--- src/rtl/token_bucket_shaper_top_macros.svh ---
// Assertion macros shared by the RTL files of the token bucket shaper.
// IMPLY checks a consequence in the same cycle, NEXT checks it in the cycle after.
`ifndef TOKEN_BUCKET_SHAPER_TOP_MACROS_SVH
`define TOKEN_BUCKET_SHAPER_TOP_MACROS_SVH

`ifndef SYNTH
`define TBS_ASSERT_IMPLY(name, clk, rst, pre, post) \
   name: assert property (@(posedge clk) disable iff (rst) (pre) |-> (post)) \
      else $error("token bucket shaper check failed");
`define TBS_ASSERT_NEXT(name, clk, rst, pre, post) \
   name: assert property (@(posedge clk) disable iff (rst) (pre) |=> (post)) \
      else $error("token bucket shaper check failed");
`else
`define TBS_ASSERT_IMPLY(name, clk, rst, pre, post)
`define TBS_ASSERT_NEXT(name, clk, rst, pre, post)
`endif

`endif

--- src/rtl/tbs_pkg.sv ---
`default_nettype none

package tbs_pkg;

   // One input transaction: a packet arrival or a token tick.
   typedef struct packed {
      logic        mode;
      logic [15:0] packet_id;
      logic [15:0] tokens_needed;
   } req_type;

   // One result transaction.
   typedef struct packed {
      logic [2:0]  event_code;
      logic [15:0] packet_ref;
      logic [15:0] bucket_now;
      logic [4:0]  waiting_now;
      logic        last;
   } rsp_type;

   localparam logic MODE_ARRIVAL = 1'b0;
   localparam logic MODE_TICK    = 1'b1;

   localparam logic [2:0] EV_QUEUED        = 3'd0;
   localparam logic [2:0] EV_FORWARDED     = 3'd1;
   localparam logic [2:0] EV_TOO_LARGE     = 3'd2;
   localparam logic [2:0] EV_QUEUE_FULL    = 3'd3;
   localparam logic [2:0] EV_TOKEN_ADDED   = 3'd4;
   localparam logic [2:0] EV_TOKEN_DROPPED = 3'd5;

   // Register index as decoded from the word address.
   localparam logic REG_BUCKET_DEPTH = 1'b0;

   localparam logic [15:0] BUCKET_DEPTH_RESET = 16'd10;

   typedef enum logic {
      ST_IDLE,
      ST_DECIDE
   } state_type;

endpackage

`default_nettype wire

--- src/rtl/token_bucket_shaper_top.sv ---
// Channel   Direction  Payload                               Handshake
// req       in         tbs_pkg::req_type (mode, id, need)    req_valid / req_ready
// rsp       out        tbs_pkg::rsp_type (event, ref, ...)   rsp_valid / rsp_ready
// csr       in/out     bucket_depth at byte address 0        APB psel/penable, pready=1
//
// An arrival transaction gives one result. A tick first updates the bucket and
// moves to the decide state, which gives its token result and then one result
// for every packet it releases, as the result register frees up; the read port
// follows the next head, so the new head entry is ready as soon as the head moves.
// Reset is synchronous: it empties the queue, zeroes the bucket and sets the
// depth to 10. The queue memory is not cleared, since no entry is read before
// it is written. A stalled result register blocks new work until it drains.
`default_nettype none

`include "token_bucket_shaper_top_macros.svh"

module token_bucket_shaper_top #(
   parameter int QUEUE_DEPTH = 16
) (
   input  wire logic             clock,
   input  wire logic             reset,

   input  wire logic             req_valid,
   output logic                  req_ready,
   input  wire tbs_pkg::req_type req_data,

   output logic                  rsp_valid,
   input  wire logic             rsp_ready,
   output tbs_pkg::rsp_type      rsp_data,

   input  wire logic             csr_psel,
   input  wire logic             csr_penable,
   input  wire logic             csr_pwrite,
   input  wire logic [2:0]       csr_paddr,
   input  wire logic [31:0]      csr_pwdata,
   output logic [31:0]           csr_prdata,
   output logic                  csr_pready
);

   import tbs_pkg::*;

   // Pointer and count widths follow from the queue depth.
   localparam int IDX_W = (QUEUE_DEPTH > 1) ? $clog2(QUEUE_DEPTH) : 1;
   localparam int CNT_W = $clog2(QUEUE_DEPTH + 1);

   localparam logic [IDX_W-1:0] LAST_IDX = IDX_W'(QUEUE_DEPTH - 1);
   localparam logic [CNT_W-1:0] FULL_CNT = CNT_W'(QUEUE_DEPTH);

   // Pointer increment with wrap at the last entry of the queue.
   function automatic logic [IDX_W-1:0] next_idx(input logic [IDX_W-1:0] idx);
      return (idx == LAST_IDX) ? '0 : idx + 1'b1;
   endfunction

   // Control and bucket state.
   state_type        state_ff, state_in;
   logic [15:0]      depth_ff, depth_in;
   logic [15:0]      level_ff, level_in;
   logic [IDX_W-1:0] head_ff, head_in;
   logic [IDX_W-1:0] tail_ff, tail_in;
   logic [CNT_W-1:0] count_ff, count_in;

   // A tick's token result or a forwarded result waits here until it is known
   // whether another packet follows it, since only the final one carries last.
   rsp_type          pend_ff, pend_in;

   // Output register separating the core from the result channel.
   logic             rsp_valid_ff, rsp_valid_in;
   rsp_type          rsp_data_ff, rsp_data_in;

   // The waiting queue: entry holds the id in the high half, the need in the
   // low half. The read port always follows the next head pointer, and a write
   // to that same entry is forwarded, so rd_data_ff always holds the current
   // head entry.
   logic [31:0]      queue_mem [QUEUE_DEPTH];
   logic [31:0]      rd_data_ff;
   logic             mem_we;
   logic [31:0]      mem_wdata;

   logic             out_free;
   logic             fwd_more;
   logic             csr_write;

   assign out_free  = !rsp_valid_ff || rsp_ready;
   assign req_ready = (state_ff == ST_IDLE) && out_free;
   assign rsp_valid = rsp_valid_ff;
   assign rsp_data  = rsp_data_ff;

   // The head packet can be released when there is one and the bucket covers it.
   assign fwd_more = (count_ff != '0) && (level_ff >= rd_data_ff[15:0]);

   // Configuration port. Only the bucket depth exists; other indexes read zero.
   assign csr_pready = 1'b1;
   assign csr_write  = csr_psel && csr_penable && csr_pwrite && csr_pready;
   assign csr_prdata = (csr_paddr[2] == REG_BUCKET_DEPTH) ? {16'h0, depth_ff} : 32'h0;
   assign depth_in   = (csr_write && (csr_paddr[2] == REG_BUCKET_DEPTH)) ?
                       csr_pwdata[15:0] : depth_ff;

   assign mem_wdata  = {req_data.packet_id, req_data.tokens_needed};

   always_comb begin
      logic [15:0]      lvl;
      logic [CNT_W-1:0] cnt;
      lvl = level_ff;
      cnt = count_ff;

      state_in     = state_ff;
      level_in     = level_ff;
      head_in      = head_ff;
      tail_in      = tail_ff;
      count_in     = count_ff;
      pend_in      = pend_ff;
      mem_we       = 1'b0;
      rsp_valid_in = rsp_valid_ff && !rsp_ready;
      rsp_data_in  = rsp_data_ff;

      case (state_ff)
         ST_IDLE: begin
            if (req_valid && req_ready) begin
               if (req_data.mode == MODE_TICK) begin
                  // Token result is held back until the release check is done.
                  if (level_ff < depth_ff) begin
                     lvl                = level_ff + 16'd1;
                     pend_in.event_code = EV_TOKEN_ADDED;
                  end else begin
                     pend_in.event_code = EV_TOKEN_DROPPED;
                  end
                  level_in            = lvl;
                  pend_in.packet_ref  = 16'h0;
                  pend_in.bucket_now  = lvl;
                  pend_in.waiting_now = 5'(count_ff);
                  pend_in.last        = 1'b0;
                  state_in            = ST_DECIDE;
               end else begin
                  rsp_valid_in           = 1'b1;
                  rsp_data_in.packet_ref = req_data.packet_id;
                  rsp_data_in.last       = 1'b1;
                  if (req_data.tokens_needed > depth_ff) begin
                     rsp_data_in.event_code = EV_TOO_LARGE;
                  end else if (count_ff == FULL_CNT) begin
                     rsp_data_in.event_code = EV_QUEUE_FULL;
                  end else begin
                     mem_we  = 1'b1;
                     tail_in = next_idx(tail_ff);
                     if ((count_ff == '0) && (level_ff >= req_data.tokens_needed)) begin
                        // Alone in the queue and covered: it passes straight through.
                        lvl                    = level_ff - req_data.tokens_needed;
                        head_in                = next_idx(head_ff);
                        rsp_data_in.event_code = EV_FORWARDED;
                     end else begin
                        cnt                    = count_ff + 1'b1;
                        rsp_data_in.event_code = EV_QUEUED;
                     end
                  end
                  level_in                = lvl;
                  count_in                = cnt;
                  rsp_data_in.bucket_now  = lvl;
                  rsp_data_in.waiting_now = 5'(cnt);
               end
            end
         end
         ST_DECIDE: begin
            if (out_free) begin
               rsp_valid_in     = 1'b1;
               rsp_data_in      = pend_ff;
               rsp_data_in.last = !fwd_more;
               if (fwd_more) begin
                  lvl                 = level_ff - rd_data_ff[15:0];
                  cnt                 = count_ff - 1'b1;
                  level_in            = lvl;
                  count_in            = cnt;
                  head_in             = next_idx(head_ff);
                  pend_in.event_code  = EV_FORWARDED;
                  pend_in.packet_ref  = rd_data_ff[31:16];
                  pend_in.bucket_now  = lvl;
                  pend_in.waiting_now = 5'(cnt);
                  pend_in.last        = 1'b0;
               end else begin
                  state_in = ST_IDLE;
               end
            end
         end
         default: begin
            state_in = ST_IDLE;
         end
      endcase
   end

   always_ff @(posedge clock) begin
      if (reset) begin
         state_ff     <= ST_IDLE;
         depth_ff     <= BUCKET_DEPTH_RESET;
         level_ff     <= '0;
         head_ff      <= '0;
         tail_ff      <= '0;
         count_ff     <= '0;
         rsp_valid_ff <= 1'b0;
      end else begin
         state_ff     <= state_in;
         depth_ff     <= depth_in;
         level_ff     <= level_in;
         head_ff      <= head_in;
         tail_ff      <= tail_in;
         count_ff     <= count_in;
         rsp_valid_ff <= rsp_valid_in;
      end
   end

   always_ff @(posedge clock) begin
      pend_ff     <= pend_in;
      rsp_data_ff <= rsp_data_in;
   end

   // Queue memory: one write port at the tail, one registered read port.
   always_ff @(posedge clock) begin
      if (mem_we) begin
         queue_mem[tail_ff] <= mem_wdata;
      end
      if (mem_we && (tail_ff == head_in)) begin
         rd_data_ff <= mem_wdata;
      end else begin
         rd_data_ff <= queue_mem[head_in];
      end
   end

   `TBS_ASSERT_IMPLY(a_count_bound, clock, reset, 1'b1, count_ff <= FULL_CNT)
   `TBS_ASSERT_IMPLY(a_empty_ptrs, clock, reset, count_ff == '0, head_ff == tail_ff)
   `TBS_ASSERT_NEXT(a_tick_decide, clock, reset,
                    req_valid && req_ready && (req_data.mode == MODE_TICK),
                    state_ff == ST_DECIDE)
   `TBS_ASSERT_NEXT(a_release_pays, clock, reset,
                    (state_ff == ST_DECIDE) && out_free && fwd_more,
                    level_ff == $past(level_ff - rd_data_ff[15:0]))

endmodule

`default_nettype wire
--- config.mk ---
export PLATFORM = sky130hd
export DESIGN_NAME = token_bucket_shaper_top
export DESIGN_NICKNAME = d
export VERILOG_FILES = /design/src/rtl/tbs_pkg.sv /design/src/rtl/token_bucket_shaper_top.sv
export VERILOG_INCLUDE_DIRS = /design/src /design/src/rtl
export SDC_FILE = /design/constraint.sdc
export NUM_CORES = 1
export LEC_CHECK = 0
export ABC_AREA = 1
export BUFFER_PORTS_ARGS = -buffer_cell sky130_fd_sc_hd__buf_4
export CAP_MARGIN = 20
export CORE_ASPECT_RATIO = 0.9
export CORE_MARGIN = 5
export CORE_UTILIZATION = 30
export CTS_BUF_LIST = sky130_fd_sc_hd__clkbuf_16
export CTS_CLUSTER_DIAMETER = 150
export DETAILED_ROUTE_END_ITERATION = 10
export SYNTH_ARGS = -nofsm -noshare
export SYNTH_HDL_FRONTEND = slang
export SYNTH_SLANG_ARGS = --single-unit
export TNS_END_PERCENT = 1
--- constraint.sdc ---
create_clock -name clock -period 15.8 [get_ports clock]
set_clock_uncertainty 0.1 [all_clocks]
set_input_delay 0.79 -clock clock [delete_from_list [all_inputs] [get_ports clock]]
set_output_delay 0.79 -clock clock [all_outputs]
set_load 0.05 [all_outputs]
* Word level (Yosys, flattened, before mapping)
Memory sizes are Yosys's and may differ from the RTL's. A register that Yosys moved wholly into a read port is not among the register bits.
Index checks and enable logic that the tools add are counted.
** Operators by class
- Add/subtract/negate cells :: 7
- Magnitude comparators :: 4
- Equality and inequality tests :: 8
- Mux-type cells :: 57
- Bitwise logic cells :: 5
- Reduce and logical (&&, ||, !) cells :: 19
** Operator list (number)
- two-way mux 41 bit :: 7
- one-hot mux 41 bit (2 select lines) :: 2
- two-way mux 16 bit :: 9
- two-way mux 4 bit :: 9
- two-way mux 5 bit :: 7
- greater-or-equal comparator 16 bit :: 2
- one-hot mux 16 bit (2 select lines) :: 1
- subtractor 16 bit :: 2
- adder 16 x 1 -> 16 bit, second input constant :: 1
- > comparator 16 bit :: 1
- < comparator 16 bit :: 1
- two-way mux 1 bit :: 16
- one-hot mux 5 bit (2 select lines) :: 1
- adder 4 x 1 -> 4 bit, second input constant :: 2
- == test 4 bit, second input constant :: 2
- logical AND 1 bit :: 8
- one-hot mux 4 bit (2 select lines) :: 1
- AND reduction 4 bit :: 2
- inequality test 2 x 1 -> 1 bit, second input constant :: 3
- AND reduction 3 bit :: 2
- adder 5 x 1 -> 5 bit, second input constant :: 1
- == test 5 bit, second input constant :: 1
- zero test 5 bit :: 1
- NOT 1 bit :: 5
- other kinds (8) :: 13
** Storage, ports and cells
- Register bits after elaboration :: 128
- Bits in writable memories :: 512
- Input bits :: 75
- Output and inout port bits :: 76
- Word-level logic and storage cells :: 117
- Memories kept :: 1
** Memories
- queue_mem :: depth 16, bits a word 32, rd ports 1, clocked after memory_dff 1, wr ports 1, line token_bucket_shaper_top.sv:74 : logic [31:0] queue_mem [QUEUE_DEPTH];

* Depth between registers and ports, before layout
Gate-level depths: netlist of run 1.
- Depth in word-level cells :: 8
- Depth in mapped cells :: 25
- Gate-level depth less buffers :: 21

* Least setup slack after synthesis of run 1
OpenSTA, ideal clock, no wires.
- Kind :: register -> register
- From :: reg with a tool-made name
- To :: reg pend_ff[10] (netlist name), enable pin
- Setup time :: 0.435 ns
- Arrival :: 4.507 ns
- Data required time :: 15.265 ns
- Setup slack :: 10.758 ns
- Stages on the path, launching flop included :: 24
- Path buffers :: 5
- Clock period less this slack :: 5.042 ns
- Cell sequence :: dfxtp_1 > buf_2 > buf_4 > inv_2 > buf_2 > buf_2 > o21ai_0 > o22ai_1 > o211ai_1 > nand2_1 > ha_1 > inv_1 > fa_1 > inv_1 > o21ai_2 > nand2_1 > nand2_2 > nand2_1 > nand3_2 > nand3_4 > nand2_4 > o21ai_4 > buf_6 > nor2_1
** RTL lines
- end signal: assignment :: line token_bucket_shaper_top.sv:209 : pend_ff <= pend_in;
- end: declaration :: line token_bucket_shaper_top.sv:64 : rsp_type pend_ff, pend_in;

==> metrics.csv, run 1 <==
stage;metric;value;unit
clocking;clock root cell;clkbuf_16;
power;Max IR drop VDD;0.0000880;V
die;die area;103000;sq um
hold_path;hold path depth;3;
sta;RSZ-0062 raised after global routing;false;
global_route;GRT Util Overall;15.0;%
drt;metal1 wirelength;34.4;mm
critical_path;reg2reg path depth;21;
clocking;CTS tree;done;
critical_path;critical path type;register to register;
drt;DRC violations left;0;
drt;drt initial violations;1954;
die;row count;108;
sta;Max transition margin;29.7;%
critical_path;reg2reg setup slack;8.78;ns
synthesis;Post-synth ARST share;0;%
power;Switching Power;1.08;mW
clocking;cts bufs inserted;61;
placement;number of port buffers;115;
cells_and_area;most common cell after layout, fill and taps aside;edfxtp_1;
sta;Worst-Margin Slew;1.05;ns
critical_path;CP required;15.98;ns
status;status;finished, final reports clean;
drt;ANT nets after route;0;
drt;met3 wire len;5.38;mm
drt;drt wl/cell;19.8;um
sta;Setup TNS;0;ns
drt;via count;20100;
power;Leakage Power;12.0;nW
die;I/O pin count;151;
critical_path;max incr delay on CP;0.89;ns
drt;uppermost layer routed;met5;
synthesis;Syn Area/Cell;11.0;sq um
clocking;Clock Path Buffers;3;
synthesis;ys flop type;edfxtp_1;
drt;Pre-antenna DRT Iters;6;
synthesis;synthesized instance count;2632;
hold_path;worst min-delay path class;input pin to register;
critical_path;Critical Path Fanout Max;98;
placement;gpl congestion;0.875;
clocking;CTS Sinks;643;
hold_path;HP Start;csr_pwdata[1];
clocking;post-cts repair resize count;0;
sta;Tmin final;7.02;ns
critical_path;Slowest-stage cell, CP;buf_4;
synthesis;Post-synth EDFFs;592;
critical_path;Crit Reg-Reg Endpoint;pend_ff[30];
power;clock share of power;37.4;%
drt;routed wl met2;37.3;mm
cells_and_area;layout cells sized above 1;11.5;%
critical_path;type of element capturing the critical path;register;
synthesis;Synth area leaders;edfxtp_1, o21ai_0, nand2_1, nor2_1, dfxtp_1;
power;PwrDens;120;nW/um^2
clocking;Clock Latency Late Sink;0.65;ns
die;chip height;305;um
hold_path;Hold EP;depth_ff[1];
power;total internal power;2.90;mW
sta;Tcrit/Tclk final;44.5;%
clocking;Post-CTS Setup Bufs;0;
clocking;CTS Hold Buffers Added;0;
cells_and_area;final-stage net count;2849;
placement;HPWL Detailed;44.6;mm
cells_and_area;most frequent cells in the layout;edfxtp_1, nand2_1, nor2_1, o21ai_0, inv_1;
die;core area;96100;sq um
global_route;largest net degree at the start of global routing;99;
drt;Routed Wire Length;79.5;mm
critical_path;CP Launch Type;register;
global_route;first-pass GRT wire length;119;mm
global_route;GRT overflow;0;
sta;Slew Viols, Final;0;
critical_path;Arr. time, crit path;7.21;ns
global_route;antenna violations before repair;4;
synthesis;Post-Syn Area;29000;sq um
drt;vias per inst;5.00;
die;die width;337;um
synthesis;area leader, netlist;edfxtp_1;
synthesis;post-synthesis sequential area ratio;64.9;%
sta;Hold Violations, Final;0;
power;switching part of the total;27.1;%
power;Seq pwr share;48.7;%
cells_and_area;Area Growth Syn to Fin;14.6;%
synthesis;number of synthesized register bits;643;
cells_and_area;utilization after layout;34.5;%
synthesis;top cell type's share of synthesized area;61.4;%
sta;Max Clk Rate;0.142;GHz
critical_path;CP cell instances;buf_4 -> inv_6 -> buf_4 -> buf_4 -> o21ai_0 -> o221ai_1 -> o211ai_1 -> nand2_1 -> inv_1 -> ha_1 -> nand2_1 -> nor2_1 -> nand2_1 -> nand2_2 -> nand2_1 -> nand3_2 -> nand3_4 -> nand2_4 -> o21ai_4 -> nor2_4 -> buf_4;
sta;Setup violations, final;0;
job;max-cap viol count;0;
die;Initial Util;30.1;%
synthesis;Netlist cell types;45;
synthesis;Syn. warnings;0;
power;Logic pwr share;13.9;%
clocking;H-tree lvl count;2;
clocking;clock-pin transition on the worst setup and hold timing paths;0.06;ns
global_route;vias in the first global route;19200;
stage by stage:
step                      setup WS, ns  area, sq um  hold WS (ns)  power [mW]  instances
after floorplan                  10.76        29000         0.361        2.35       2647
after global routing              8.30        33200         0.265        4.13       4018
final                             8.78        33200         0.278        3.97       4019
after global placement            8.85        31100         0.383        2.51       3901
after CTS                         8.79        33100         0.248        4.00       4016
after detailed placement          8.76        31100         0.381        2.52       3901
how the worst max path moves through the flow:
stage | startpoint | to | slack (ns) | cells past startpoint
5_1_grt | register | pend_ff[27] | 8.30 | 21
3_3_place_gp | register | pend_ff[28] | 8.85 | 21
4_1_cts | register | pend_ff[24] | 8.79 | 21
2_1_floorplan | register | pend_ff[10] | 10.76 | 23
6_report | register | pend_ff[30] | 8.78 | 21
3_5_place_dp | register | pend_ff[28] | 8.76 | 21
kinds of logic (layout without fill, tap and decap cells):
logic type                 count (synthesis)  after routing  share of synthesized area [%]
other                                      2             18                         0.0259
DFF                                      643            643                           64.9
adders and majority gates                 73             73                           3.21
AOI/OAI and AO/OA                        618            618                           12.8
xor gates and xnor gates                  27             27                          0.817
and+or+nand+nor                          944            944                           13.5
buffers and inverters                    325            431                           4.72
synthesized netlist by cell type, types with 7 or more instances:
master,count
nand3_1,122
o221ai_1,90
nor3_1,10
nand4_1,16
xor2_1,23
clkbuf_1,96
buf_4,21
buf_1,7
a21o_1,10
dfxtp_1,51
inv_2,9
nor2_1,365
o21ai_0,303
a21oi_1,98
nand2_2,13
edfxtp_1,592
nand2_1,396
buf_2,30
ha_1,71
a31oi_1,10
a21oi_2,11
inv_1,155
o211ai_1,40
o22ai_1,38
layout make-up:
class / instances / area [sq um]
clock inverters: 53 / 484
repair buffers: 149 / 1130
diodes: 1 / 2.50
well taps: 1265 / 1580
inverters: 167 / 634
multi-input cells: 1679 / 8970
fillers: 9427 / 62900
clock buffers: 62 / 1550
flip-flops and latches: 643 / 18800
registers in the layout, summed over array words and instances, names as in the netlist, named ones only:
| register | count |
|---|---|
| count_ff | 5 |
| depth_ff | 16 |
| head_ff | 4 |
| level_ff | 16 |
| pend_ff | 39 |
| queue_mem | 512 |
| rsp_data | 41 |
| rsp_valid | 1 |
| state_ff | 1 |
| tail_ff | 4 |
worst max-delay path: cells and delay by family, from the launching register on:
| kind | cells | cell delay, ns |
|---|---|---|
| AOI/OAI and AO/OA | 4 | 0.77 |
| buffers and inverters | 6 | 3.20 |
| adders and majority gates | 1 | 0.34 |
| and+or+nand+nor | 10 | 1.77 |
| DFF | 1 | 0.33 |
power by group through the flow:
stage	Combinational (mW)	Sequential (mW)	Clock [mW]
global route	0.614	1.94	1.58
global placement	0.542	1.97	0
finish	0.553	1.93	1.49
detailed placement	0.547	1.97	0
floorplan	0.354	1.99	0
CTS	0.549	1.93	1.51
metal layers:
layer  global-route usage (%)  up-vias
li1                         -     9517
met1                     20.2     9816
met2                     24.5      625
met3                     2.63      140
met4                     4.98        2
met5                        0        -
(Power assumes the default switching activity.)
==> run 2, diff against run 1 <==
- clock period: 15.8 -> 5.8 ns (I/O delays scaled with it)
==> run 2 against run 1 <==
Clock power increased to 2.6 times the previous value. Global-route usage about the same. Register-to-register slack got worse by 7.4 ns. Sequential power increased to 2.7 times the previous value. Count of clock-buffer cells in the layout unchanged. Worst setup slack got worse by 7.4 ns. Worst hold slack got worse by 0.13 ns. Final area increased by 1.8%. Via count increased by 1.3%. Cell count increased by 1.6%. Fmax increased by 58%. Critical path depth decreased by 3. Critical endpoint is now pend_ff[33].
==> metrics.csv, run 2 (synthesized netlist as in run 1, its figures left out) <==
stage;metric;value;unit;change
cells_and_area;most frequent cells in the layout;edfxtp_1, nand2_1, nor2_1, o21ai_0, inv_1;;
die;row count;108;;unchanged
cells_and_area;post-route cell area;33800;sq um;+1.8%
sta;Hold Violations, Final;0;;unchanged
critical_path;max incr delay on CP;0.66;ns;-0.23 ns
cells_and_area;max reg flops;512;;unchanged
critical_path;Crit Reg-Reg Endpoint;pend_ff[33];;
die;die area;103000;sq um;unchanged
critical_path;CP required;6.01;ns;-9.97 ns
critical_path;CP cell instances;buf_4 -> buf_4 -> o221ai_1 -> o211ai_1 -> nand2_1 -> inv_1 -> fa_1 -> inv_1 -> o21ai_2 -> nand2_1 -> nand2_2 -> nand2_1 -> nand3_2 -> nand3_4 -> nand2_4 -> o21ai_4 -> nor2_4 -> buf_12;;
cells_and_area;fillers;9401;;-0.28%
hold_path;hold path depth;6;;+3
clocking;H-tree lvl count;2;;unchanged
sta;Hold WS;0.153;ns;-0.125 ns
hold_path;worst min-delay path class;input pin to register;;
drt;via count;20400;;+1.3%
critical_path;type of element capturing the critical path;register;;
drt;drt initial violations;1997;;+2.2%
sta;RSZ-0062 raised after global routing;false;;
sta;Max Clk Rate;0.225;GHz;+58%
sta;Worst-Margin Slew;1.06;ns;+0.00120 ns
global_route;antenna violations before repair;0;;-4
sta;Tcrit/Tclk final;76.7;%;+32 points
sta;Setup violations, final;0;;unchanged
hold_path;HP Start;req_valid;;
clocking;clock-pin transition on the worst setup and hold timing paths;0.06;ns;about the same
critical_path;most numerous cell on the critical path;nand2_1;;
power;PwrDens;318;nW/um^2;+170%
drt;Pre-antenna DRT Iters;5;;-1
global_route;GRT Util Overall;15.0;%;+0.016 points
status;status;finished, final reports clean;;
clocking;CTS Sinks;643;;unchanged
drt;DRC violations left;0;;unchanged
cells_and_area;Top reg by flops;queue_mem;;
cells_and_area;final-stage net count;2915;;+2.3%
clocking;Post-CTS Setup Bufs;0;;unchanged
die;chip height;305;um;unchanged
drt;vias per inst;4.99;;-0.27%
sta;worst setup margin;1.35;ns;-7.42 ns
sta;Setup TNS;0;ns;unchanged
cells_and_area;utilization after layout;35.1;%;+0.62 points
global_route;first-pass GRT wire length;120;mm;+0.49%
critical_path;Slowest-stage cell, CP;buf_4;;
drt;Routed Wire Length;79.2;mm;-0.36%
clocking;clock root cell;clkbuf_16;;
drt;drt wl/cell;19.4;um;-1.9%
die;core area;96100;sq um;unchanged
cells_and_area;antenna diode count;0;;-1
drt;ANT nets after route;0;;unchanged
critical_path;reg2reg setup slack;1.35;ns;-7.42 ns
global_route;vias in the first global route;19500;;+1.7%
clocking;Clock Path Buffers;3;;unchanged
sta;Tmin final;4.45;ns;-2.58 ns
die;Initial Util;30.1;%;unchanged
die;I/O pin count;151;;unchanged
placement;HPWL Detailed;46.2;mm;+3.6%
placement;gpl congestion;0.910;;+4.0%
power;Max IR drop VDD;0.000307;V;+250%
sta;Slew Viols, Final;0;;unchanged
critical_path;critical path type;register to register;;
placement;worst slack, placed;1.40;ns;-7.37 ns
cells_and_area;most common cell after layout, fill and taps aside;edfxtp_1;;
placement;number of port buffers;115;;unchanged
global_route;largest net degree at the start of global routing;153;;+55%
job;max-cap viol count;0;;unchanged
global_route;GRT overflow;0;;unchanged
cells_and_area;layout cells sized above 1;11.3;%;-0.19 points
clocking;cts bufs inserted;61;;unchanged
critical_path;CP Launch Type;register;;
critical_path;reg2reg path depth;18;;-14%
sta;Max transition margin;29.3;%;-0.34 points
power;Leakage Power;12.3;nW;+1.9%
clocking;Clock Latency Late Sink;0.66;ns;about the same
placement;Area after DPL;31200;sq um;+0.32%
critical_path;Arr. time, crit path;4.66;ns;-2.55 ns
die;die width;337;um;unchanged
cells_and_area;Area Growth Syn to Fin;16.6;%;
critical_path;Critical Path Fanout Max;51;;-48%
clocking;CTS tree;done;;
-- run 2: changes by cell type in the layout (fill, tap and decap cells not counted) --
| cell | previous run | this run |
|---|---|---|
| diode_2 | 1 | 0 |
| inv_1 | 166 | 165 |
| clkinv_1 | 13 | 20 |
| clkinvlp_4 | 2 | 4 |
| buf_4 | 148 | 155 |
| clkinv_4 | 3 | 0 |
| dlygate4sd3_1 | 0 | 57 |
| bufinv_16 | 7 | 5 |
| clkinv_2 | 15 | 11 |
| buf_12 | 1 | 3 |
-- run 2: worst max-delay path: cells and delay by family, from the launching register on --
| kind | cells | cell delay, ns |
|---|---|---|
| and+or+nand+nor | 8 | 0.93 |
| AOI/OAI and AO/OA | 4 | 0.73 |
| buffers and inverters | 5 | 1.66 |
| DFF | 1 | 0.34 |
| adders and majority gates | 1 | 0.21 |
-- run 2: timing repair --
item                       CTS  global route
hold endpoints to repair   550             0
setup endpoints to repair    0             0
resized for setup            0             0
hold buffers                57             0
-- run 2: layout make-up --
class                      count  area, sq um  area share, %
sequential                   643        18800           55.7
multi-input combinational   1679         8970           26.6
timing repair buffer         215         1790           5.31
tap                         1265         1580           4.69
clock buffer                  62         1550           4.60
inverter                     167          634           1.88
clock inverter                52          415           1.23
-- run 2: how the worst max path moves through the flow --
stage | start | to | slack, ns
2_1_floorplan | register | pend_ff[10] | 0.76
3_3_place_gp | register | pend_ff[37] | 1.43
3_5_place_dp | register | pend_ff[37] | 1.40
4_1_cts | register | pend_ff[40] | 1.41
5_1_grt | register | pend_ff[33] | 1.10
6_report | register | pend_ff[33] | 1.35
-- run 2: where the power goes --
| part | internal [mW] | switching, mW | leakage (nW) |
|---|---|---|---|
| clock | 2.17 | 1.76 | 0.998 |
| sequential | 5.19 | 0.0724 | 5.78 |
| combinational | 0.471 | 1.07 | 5.48 |
| total | 7.82 | 2.90 | 12.3 |
-- run 2: per-layer routing --
layer  global-route usage (%)  up-vias  wire (um)
li1                         -     9670          -
met1                     20.6     9935      34900
met2                     24.7      624      37100
met3                     2.07      135       4830
met4                     4.75        0       2370
met5                        0        -          0
-- run 2: stage by stage --
| step | std cells | total power, mW |
|---|---|---|
| after floorplan | 2647 | 6.40 |
| after global placement | 3911 | 6.84 |
| after detailed placement | 3911 | 6.85 |
| after CTS | 4082 | 10.8 |
| after global routing | 4083 | 11.2 |
| final | 4083 | 10.7 |
